--- src/pae_pkg.sv ---
package pae_pkg;

  localparam int TABLE_POINTS = 24;
  localparam int IDX_W        = $clog2(TABLE_POINTS);

  localparam int SP_W  = 12;  // static pressure, 0.01 inHg
  localparam int OUT_W = 18;  // altitude outputs, ft
  localparam int P_W   = 13;  // table pressure difference, 0.01 inHg
  localparam int A_W   = 25;  // table altitude, 0.01 ft
  localparam int SL_W  = A_W + 1;
  localparam int NUM_W = 41;  // interpolated numerator and divider width
  localparam int Q_W   = 15;  // quotient bits: |alt| / 10 ft stays below 2^15
  localparam int MAG_W = Q_W + 7;

  localparam logic signed [P_W-1:0] SEA_LEVEL = P_W'(2992);

  localparam logic [13:0] HALF_10  = 14'd500;
  localparam logic [13:0] HALF_100 = 14'd5000;
  localparam logic [13:0] UNIT_10  = 14'd1000;
  localparam logic [13:0] UNIT_100 = 14'd10000;

  typedef enum logic [3:0] {
    OP_NONE,
    OP_LOAD,
    OP_STEP,
    OP_SEG,
    OP_MUL,
    OP_SUM,
    OP_BIAS,
    OP_ABS,
    OP_DIV,
    OP_SCALE,
    OP_PUBLISH
  } dp_op_t;

  typedef struct packed {
    dp_op_t op;
    logic   sel100;  // 1: round to 100 ft, 0: round to 10 ft
  } dp_cmd_t;

  typedef struct packed {
    logic hit;   // table entry at index is at or above the difference
    logic last;  // index is at the final entry
  } dp_stat_t;

  function automatic logic signed [P_W-1:0] rom_p(input logic [IDX_W-1:0] idx);
    logic signed [P_W-1:0] v;
    case (idx)
      0:       v = -P_W'(841);
      1:       v = P_W'(0);
      2:       v = P_W'(305);
      3:       v = P_W'(586);
      4:       v = P_W'(841);
      5:       v = P_W'(1074);
      6:       v = P_W'(1287);
      7:       v = P_W'(1478);
      8:       v = P_W'(1655);
      9:       v = P_W'(1813);
      10:      v = P_W'(1962);
      11:      v = P_W'(2082);
      12:      v = P_W'(2196);
      13:      v = P_W'(2301);
      14:      v = P_W'(2391);
      15:      v = P_W'(2471);
      16:      v = P_W'(2540);
      17:      v = P_W'(2600);
      18:      v = P_W'(2651);
      19:      v = P_W'(2696);
      20:      v = P_W'(2735);
      21:      v = P_W'(2768);
      22:      v = P_W'(2798);
      default: v = P_W'(2962);
    endcase
    return v;
  endfunction

  function automatic logic signed [A_W-1:0] rom_a(input logic [IDX_W-1:0] idx);
    logic signed [A_W-1:0] v;
    case (idx)
      0:       v = -A_W'(885827);
      1:       v = A_W'(0);
      2:       v = A_W'(295276);
      3:       v = A_W'(590551);
      4:       v = A_W'(885827);
      5:       v = A_W'(1181102);
      6:       v = A_W'(1476378);
      7:       v = A_W'(1771654);
      8:       v = A_W'(2066929);
      9:       v = A_W'(2362205);
      10:      v = A_W'(2657480);
      11:      v = A_W'(2952756);
      12:      v = A_W'(3248031);
      13:      v = A_W'(3543307);
      14:      v = A_W'(3838583);
      15:      v = A_W'(4133858);
      16:      v = A_W'(4429134);
      17:      v = A_W'(4724409);
      18:      v = A_W'(5019685);
      19:      v = A_W'(5314961);
      20:      v = A_W'(5610236);
      21:      v = A_W'(5905512);
      22:      v = A_W'(6200787);
      default: v = A_W'(10000000);
    endcase
    return v;
  endfunction

endpackage

--- src/pae_dp.sv ---
module pae_dp
  import pae_pkg::*;
(
  input  logic                    clk,
  input  dp_cmd_t                 cmd,
  input  logic [SP_W-1:0]         static_pressure,
  output dp_stat_t                stat,
  output logic signed [OUT_W-1:0] pressure_altitude,
  output logic signed [OUT_W-1:0] mode_c_altitude
);

  localparam logic [IDX_W-1:0] LAST_IDX = IDX_W'(TABLE_POINTS - 1);

  logic signed [P_W-1:0]   d_r;
  logic [IDX_W-1:0]        idx_r;
  logic signed [A_W-1:0]   base_r;
  logic signed [SL_W-1:0]  slope_r;
  logic [P_W-1:0]          den_r;
  logic [P_W-1:0]          dd_r;
  logic signed [NUM_W-1:0] prod0_r;
  logic signed [NUM_W-1:0] prod1_r;
  logic signed [NUM_W-1:0] num_r;
  logic signed [NUM_W-1:0] biased_r;
  logic [NUM_W-1:0]        rem_r;
  logic [NUM_W-1:0]        div_r;
  logic                    neg_r;
  logic [Q_W-1:0]          q_r;
  logic signed [OUT_W-1:0] pa_r;
  logic signed [OUT_W-1:0] mc_r;
  logic signed [OUT_W-1:0] out_pa_r;
  logic signed [OUT_W-1:0] out_mc_r;

  logic signed [P_W-1:0]   p0, p1;
  logic signed [A_W-1:0]   a0, a1;
  logic signed [P_W:0]     seg_w;
  logic signed [P_W:0]     d_off;
  logic                    hit;
  logic [13:0]             half_k, unit_k;
  logic [MAG_W-1:0]        mag;
  logic signed [OUT_W-1:0] rounded;

  always_comb begin
    p1     = rom_p(idx_r);
    p0     = rom_p(idx_r - 1'b1);
    a1     = rom_a(idx_r);
    a0     = rom_a(idx_r - 1'b1);
    seg_w  = {p1[P_W-1], p1} - {p0[P_W-1], p0};
    d_off  = {d_r[P_W-1], d_r} - {p0[P_W-1], p0};
    hit    = (p1 >= d_r);
    half_k = cmd.sel100 ? HALF_100 : HALF_10;
    unit_k = cmd.sel100 ? UNIT_100 : UNIT_10;
    mag    = cmd.sel100 ? MAG_W'(q_r) * MAG_W'(100) : MAG_W'(q_r) * MAG_W'(10);
    rounded = neg_r ? -OUT_W'(mag) : OUT_W'(mag);
  end

  assign stat.hit  = hit;
  assign stat.last = (idx_r == LAST_IDX);

  always_ff @(posedge clk) begin
    unique case (cmd.op)
      OP_LOAD: begin
        d_r   <= SEA_LEVEL - $signed({1'b0, static_pressure});
        idx_r <= '0;
      end
      OP_STEP: begin
        idx_r <= idx_r + 1'b1;
      end
      OP_SEG: begin
        // clamped cases collapse to base * 1 + 0
        if (!hit) begin
          base_r  <= rom_a(LAST_IDX);
          slope_r <= '0;
          den_r   <= P_W'(1);
          dd_r    <= '0;
        end else if (idx_r == '0) begin
          base_r  <= a1;
          slope_r <= '0;
          den_r   <= P_W'(1);
          dd_r    <= '0;
        end else if (seg_w <= 0) begin
          base_r  <= a1;
          slope_r <= '0;
          den_r   <= P_W'(1);
          dd_r    <= '0;
        end else begin
          base_r  <= a0;
          slope_r <= {a1[A_W-1], a1} - {a0[A_W-1], a0};
          den_r   <= seg_w[P_W-1:0];
          dd_r    <= d_off[P_W-1:0];
        end
      end
      OP_MUL: begin
        prod0_r <= NUM_W'(base_r * $signed({1'b0, den_r}));
        prod1_r <= NUM_W'(slope_r * $signed({1'b0, dd_r}));
      end
      OP_SUM: begin
        num_r <= prod0_r + prod1_r;
      end
      OP_BIAS: begin
        biased_r <= num_r + $signed(NUM_W'(den_r) * NUM_W'(half_k));
        div_r    <= (NUM_W'(den_r) * NUM_W'(unit_k)) << (Q_W - 1);
      end
      OP_ABS: begin
        neg_r <= biased_r[NUM_W-1];
        rem_r <= biased_r[NUM_W-1] ? NUM_W'(-biased_r) : NUM_W'(biased_r);
        q_r   <= '0;
      end
      OP_DIV: begin
        if (rem_r >= div_r) begin
          rem_r <= rem_r - div_r;
          q_r   <= {q_r[Q_W-2:0], 1'b1};
        end else begin
          q_r   <= {q_r[Q_W-2:0], 1'b0};
        end
        div_r <= div_r >> 1;
      end
      OP_SCALE: begin
        if (cmd.sel100) begin
          mc_r <= rounded;
        end else begin
          pa_r <= rounded;
        end
      end
      OP_PUBLISH: begin
        out_pa_r <= pa_r;
        out_mc_r <= mc_r;
      end
      default: begin
      end
    endcase
  end

  assign pressure_altitude = out_pa_r;
  assign mode_c_altitude   = out_mc_r;

endmodule

--- src/pae_ctrl.sv ---
module pae_ctrl
  import pae_pkg::*;
(
  input  logic     clk,
  input  logic     rst_n,
  input  logic     in_valid,
  input  logic     in_service,
  output logic     in_ready,
  output logic     out_valid,
  input  logic     out_ready,
  input  dp_stat_t stat,
  output dp_cmd_t  cmd
);

  localparam int CNT_W = $clog2(Q_W);

  typedef enum logic [3:0] {
    S_IDLE,
    S_SEARCH,
    S_SEG,
    S_MUL,
    S_SUM,
    S_BIAS,
    S_ABS,
    S_DIV,
    S_SCALE,
    S_OUT
  } state_t;

  state_t           state_r, state_nxt;
  logic [CNT_W-1:0] cnt_r, cnt_nxt;
  logic             sel100_r, sel100_nxt;
  logic             out_valid_r, out_valid_nxt;

  always_comb begin
    state_nxt     = state_r;
    cnt_nxt       = cnt_r;
    sel100_nxt    = sel100_r;
    out_valid_nxt = out_valid_r && !out_ready;
    cmd.op        = OP_NONE;
    cmd.sel100    = sel100_r;
    unique case (state_r)
      S_IDLE: begin
        if (in_valid) begin
          cmd.op = OP_LOAD;
          if (in_service) begin
            state_nxt = S_SEARCH;
          end
        end
      end
      S_SEARCH: begin
        if (stat.hit || stat.last) begin
          state_nxt = S_SEG;
        end else begin
          cmd.op = OP_STEP;
        end
      end
      S_SEG: begin
        cmd.op     = OP_SEG;
        sel100_nxt = 1'b0;
        state_nxt  = S_MUL;
      end
      S_MUL: begin
        cmd.op    = OP_MUL;
        state_nxt = S_SUM;
      end
      S_SUM: begin
        cmd.op    = OP_SUM;
        state_nxt = S_BIAS;
      end
      S_BIAS: begin
        cmd.op    = OP_BIAS;
        state_nxt = S_ABS;
      end
      S_ABS: begin
        cmd.op    = OP_ABS;
        cnt_nxt   = CNT_W'(Q_W - 1);
        state_nxt = S_DIV;
      end
      S_DIV: begin
        cmd.op  = OP_DIV;
        cnt_nxt = cnt_r - 1'b1;
        if (cnt_r == '0) begin
          state_nxt = S_SCALE;
        end
      end
      S_SCALE: begin
        cmd.op = OP_SCALE;
        if (sel100_r) begin
          state_nxt = S_OUT;
        end else begin
          sel100_nxt = 1'b1;
          state_nxt  = S_BIAS;
        end
      end
      S_OUT: begin
        // wait for the output register to drain
        if (!out_valid_r || out_ready) begin
          cmd.op        = OP_PUBLISH;
          out_valid_nxt = 1'b1;
          state_nxt     = S_IDLE;
        end
      end
      default: begin
        state_nxt = S_IDLE;
      end
    endcase
  end

  always_ff @(posedge clk) begin
    if (!rst_n) begin
      state_r     <= S_IDLE;
      cnt_r       <= '0;
      sel100_r    <= 1'b0;
      out_valid_r <= 1'b0;
    end else begin
      state_r     <= state_nxt;
      cnt_r       <= cnt_nxt;
      sel100_r    <= sel100_nxt;
      out_valid_r <= out_valid_nxt;
    end
  end

  assign in_ready  = (state_r == S_IDLE);
  assign out_valid = out_valid_r;

endmodule

--- src/pressure_altitude_encoder.sv ---
// A beat with tuser high starts a scan of the table entries (one per cycle) up to the first
// at or above the pressure difference or the last, then interpolation and two roundings on
// one shared restoring divider. No new beat is taken until the result is published; a beat
// with tuser low is taken and produces nothing. The output register holds a result while the
// next beat is taken. Synchronous active-low reset clears the controller and out_tvalid.
module pressure_altitude_encoder
  import pae_pkg::*;
(
  input  logic        clk,
  input  logic        rst_n,
  input  logic        in_tvalid,
  output logic        in_tready,
  input  logic [15:0] in_tdata,   // [11:0] static_pressure
  input  logic        in_tuser,   // [0] serviceable
  output logic        out_tvalid,
  input  logic        out_tready,
  output logic [39:0] out_tdata   // [17:0] pressure_altitude, [35:18] mode_c_altitude
);

  dp_cmd_t                 cmd;
  dp_stat_t                stat;
  logic signed [OUT_W-1:0] pa;
  logic signed [OUT_W-1:0] mc;

  pae_ctrl u_ctrl (
    .clk        (clk),
    .rst_n      (rst_n),
    .in_valid   (in_tvalid),
    .in_service (in_tuser),
    .in_ready   (in_tready),
    .out_valid  (out_tvalid),
    .out_ready  (out_tready),
    .stat       (stat),
    .cmd        (cmd)
  );

  pae_dp u_dp (
    .clk               (clk),
    .cmd               (cmd),
    .static_pressure   (in_tdata[SP_W-1:0]),
    .stat              (stat),
    .pressure_altitude (pa),
    .mode_c_altitude   (mc)
  );

  assign out_tdata = {4'b0, mc, pa};

endmodule

--- config.mk ---
export PLATFORM = sky130hd
export DESIGN_NAME = pressure_altitude_encoder
export DESIGN_NICKNAME = d
export VERILOG_FILES = /design/src/pae_pkg.sv /design/src/pae_dp.sv /design/src/pae_ctrl.sv /design/src/pressure_altitude_encoder.sv
export SDC_FILE = /design/constraint.sdc
export NUM_CORES = 2
export LEC_CHECK = 0
export BUFFER_PORTS_ARGS = -buffer_cell sky130_fd_sc_hd__buf_2
export CORE_MARGIN = 5
export CORE_UTILIZATION = 45
export CTS_BUF_LIST = sky130_fd_sc_hd__clkbuf_4
export DETAILED_ROUTE_END_ITERATION = 7
export PLACE_DENSITY_LB_ADDON = 0.08
export SLEW_MARGIN = 10
export SYNTH_ARGS = -nofsm -noshare
export SYNTH_HDL_FRONTEND = slang
export SYNTH_SLANG_ARGS = --single-unit
--- constraint.sdc ---
create_clock -name clk -period 9.31 [get_ports clk]
set_input_delay 2.793 -clock clk [delete_from_list [all_inputs] [get_ports clk]]
set_output_delay 2.793 -clock clk [all_outputs]
set_load 0.05 [all_outputs]
==> impl_summary.txt <==
----------------------------------------------------
[Run status]
  Run status ... finished clean

[Floorplanning]
  Width of the die ... 363.0 microns
  Ports placed on the boundary ... 63
  Floorplan core area ... 0.1238 sq mm
  Vertical die dimension ... 363.0 microns
  Die footprint ... 0.1317 sq mm
  Cell Rows ... 129
  Initial standard-cell utilization of the core ... 0.4528

[Layout]
  Filler instances ... 11770
  Total area of multi-input combinational cells ... 0.03836 sq mm
  Synthesis-to-finish area growth ... 6.796%
  Sequential cell area ... 0.01353 sq mm
  Count of nets after finishing ... 7121
  Util after Layout ... 0.4836
  Share of cells above drive strength 1 ... 0.06642

[Clocking]
  Buffer depth of the longest clock path ... 3
  Htree depth ... 4
  TritonCTS buffer count ... 133
  CTS root buffer ... clkbuf_4
  Post-CTS clock slew at the launch and capture registers of the worst setup and hold paths ... 70 ps
  Clock sink total ... 466
  Hold-fix buffers at CTS ... 0
  TritonCTS clock tree ... yes
  Post-CTS Setup Repair Bufs ... 0
  Post-cts gate resize count ... 0
  Clk_lat worst skew ... 1080 ps

[Setup path]
  Largest fanout on the critical path ... 26
  Crit path from ... u_dp.den_r[3]
  WP data required ... 10140 ps
  Worst flop-to-flop path startpoint ... u_dp.den_r[3]
  Endpoint of the most critical register-to-register path ... u_dp.biased_r[32]
  Library cell appearing most often on the critical path ... inv_1
  Flop2flop setup slack ... 1390 ps
  Critical path type ... reg -> reg
  Critical path data arrival time ... 8750 ps
  Nature of the critical path startpoint ... flip-flop
  CP max stage cell ... o21ai_0
  Crit path capture type ... flip-flop
  Critical Path Max Stage Delay ... 640 ps
  Register-to-Register Path Depth ... 30

[Logic synthesis]
  Register area share after synthesis ... 0.2414
  Number of unique standard cell types used by synthesis ... 90
  Total of warnings raised by yosys ... 0
  Top FF cell, synth ... edfxtp_1
  Largest cells by area after synthesis ... fa_1 24%, edfxtp_1 22%, ha_1 12%
  Post-synthesis sequential element count ... 466
  Cell area after synthesis ... 0.05606 sq mm
  Library cell with the largest summed area after synthesis ... fa_1
  Yosys top cell area share ... 0.2446
  Async set-reset flop share out of synthesis ... 0
  EDFF count, synth ... 420
  Mean instance size in the synthesized netlist ... 9.545 sq um
  Post-synthesis cell count ... 5873

[Route]
  Mean routed wirelength per cell ... 19.38 microns
  Drt pass-1 iters ... 8
  WL final ... 148.0 mm
  Post-route DRC violation count ... 0
  Iteration-0 DRC count of the detailed router ... 2252
  Overall via count from detail_route ... 40860
  Vias per inst ... 5.351
  Antenna Violating Nets Remaining ... 0

[Timing]
  Final TNS setup ... 0 ps
  Post-route fraction of the period consumed by the critical path ... 0.8504
  Setup repair after global routing missed its margin ... false
  Endpoints failing setup ... 0
  Relative slew slack ... 0.2289
  Fin. max-slew vios ... 0
  Count of endpoints failing hold in the final timing report ... 0
  Fmax achieved ... 126.3 MHz
  Maximum clock skew at final layout ... 89.55 ps
  Tightest Pin Transition ... 1157 ps
  Post-route minimum period ... 7917 ps

[Global route]
  Number of antenna violations at the first check in global routing ... 6
  Pin count of the biggest net entering global routing ... 94
  Number of global-route vias before repair ... 42080
  Total congestion overflow after global routing ... 0
  First-pass GRT wire length ... 235.9 mm
  Global-route total usage across every layer ... 0.2285

[Min path]
  Hold_sp ... u_dp.mc_r[3]
  Worst hold stages ... 0
  Class of the tightest hold or removal check ... reg -> reg
  Endpoint of the worst hold path ... u_dp.mode_c_altitude[3]

[Place]
  Routability Congestion ... 0.9060
  Half-perimeter wire length after placement ... 117.8 mm
  Number of input and output port buffers inserted ... 52

[Job]
  Max-capacitance violation count ... 0

----------------------------------------------------
[cells in the mapped netlist, drive strengths merged (10+ instances only)]
master	n
xor2	96
fa	685
a21boi	20
buf	25
nand3	59
xnor2	229
nor3	98
nand2b	45
a22oi	13
nor4	18
o31ai	23
o21ai	246
a31oi	33
or2	19
a31o	15
inv	895
nand4	26
a21oi	326
nor3b	14
nand2	539
o41ai	10
edfxtp	420
clkbuf	215
and2	391
or3	25
o21a	43
o22ai	21
a211o	12
and3	31
ha	525
a211oi	33
mux2i	14
o211ai	29
dfxtp	46
nor2	298
a21o	111
o21bai	38
nor2b	54
[cells in the final DEF (no fill, tap or decap), types with 21 or more instances in the layout]
master,instances
o21bai_1,38
fa_1,685
o31ai_1,21
nand2b_1,45
nor3_1,96
clkinv_1,31
a31oi_1,31
and2_1,390
ha_1,525
a21oi_1,326
or3_1,24
nand4_1,26
clkbuf_4,186
o22ai_1,21
dfxtp_1,45
nand2_1,538
nor2b_1,53
nand3_1,57
inv_1,894
xor2_1,96
buf_2,52
o21a_1,43
a21o_1,111
nor2_1,296
o211ai_1,29
and3_1,29
edfxtp_1,420
a211oi_1,33
buf_4,61
o21ai_0,242
xnor2_1,226
[registers in the layout (all words and copies together), names as in the netlist, 4 cells and up]
| register | count |
|---|---|
| u_dp.pa_r | 17 |
| u_dp.mc_r | 17 |
| u_dp.prod1_r | 40 |
| u_ctrl.cnt_r | 4 |
| u_dp.prod0_r | 39 |
| u_dp.base_r | 23 |
| u_dp.p1 | 13 |
| u_dp.dd_r | 13 |
| u_dp.num_r | 41 |
| u_ctrl.state_r | 4 |
| u_dp.biased_r | 41 |
| u_dp.a1 | 23 |
| u_dp.rem_r | 41 |
| u_dp.mode_c_altitude | 17 |
| u_dp.d_r | 13 |
| u_dp.slope_r | 26 |
| u_dp.pressure_altitude | 17 |
| u_dp.q_r | 15 |
| u_dp.div_r | 41 |
| u_dp.den_r | 13 |
| u_dp.idx_r | 5 |
[how the worst max path moves through the flow]
stage | cells after the start | slack (ps) | end
floorplan | 30 | 1610 | u_dp.biased_r[37]
detailed placement | 30 | 1380 | u_dp.biased_r[36]
CTS | 31 | 1420 | u_dp.biased_r[28]
global placement | 30 | 1430 | u_dp.biased_r[36]
global route | 30 | 870 | u_dp.biased_r[36]
finish | 30 | 1390 | u_dp.biased_r[32]
[logic make-up (layout without fill, tap and decap cells)]
group,count (synthesis),after routing,share of synthesized area
xor gates and xnor gates,325,325,0.05078
DFF,466,466,0.2414
muxes,20,20,0.003973
adders and majority gates,1210,1210,0.3618
AOI/OAI and AO/OA,1070,1070,0.1211
and+or+nand+nor,1641,1641,0.1440
other,2,17,0.0001340
buffers and inverters,1139,1250,0.07680
[area by class of cell]
class,instances,area share
Timing Repair Buffer,114,0.01233
Antenna cell,7,0.0002926
Clock inverter,51,0.006729
Multi-Input combinational cell,4276,0.6407
Inverter,899,0.05636
Clock buffer,186,0.02332
Tap cell,1637,0.03421
Sequential cell,466,0.2261
[layer usage]
metal,routed length (microns),vias to the layer above,GRT usage,share of wire
met1,66310,20240,0.3056,0.45
met5,0,-,0,0
met3,6339,229,0.03414,0.043
met2,71450,859,0.3890,0.48
met4,3919,0,0.06447,0.026
li1,-,19540,-,-
[metrics by stage]
| step | setup WS (ps) | area (sq um) | hold slack [ps] | instances |
|---|---|---|---|---|
| 3_5_place_dp | 1376 | 58050 | 404.5 | 7392 |
| 2_1_floorplan | 1608 | 56090 | 400.3 | 5881 |
| 5_1_grt | 865.6 | 59870 | 388.2 | 7635 |
| 6_report | 1393 | 59870 | 400.2 | 7636 |
| 3_3_place_gp | 1425 | 58050 | 402.5 | 7392 |
| 4_1_cts | 1416 | 59850 | 389.8 | 7629 |
[worst max-delay path: cells and delay by family, from the launching register on]
| family | cells | cell delay, ps |
|---|---|---|
| AO/OA/AOI/OAI | 11 | 2860 |
| buffers and inverters | 6 | 680 |
| AND/OR/NAND/NOR | 4 | 710 |
| adder cells (fa/ha/maj) | 7 | 2790 |
| flip-flops | 1 | 320 |
| XOR/XNOR | 2 | 350 |
Power is left out: the tool's default activity adds up to more than one toggle a clock period on the data nets, which glitch-free logic cannot reach.
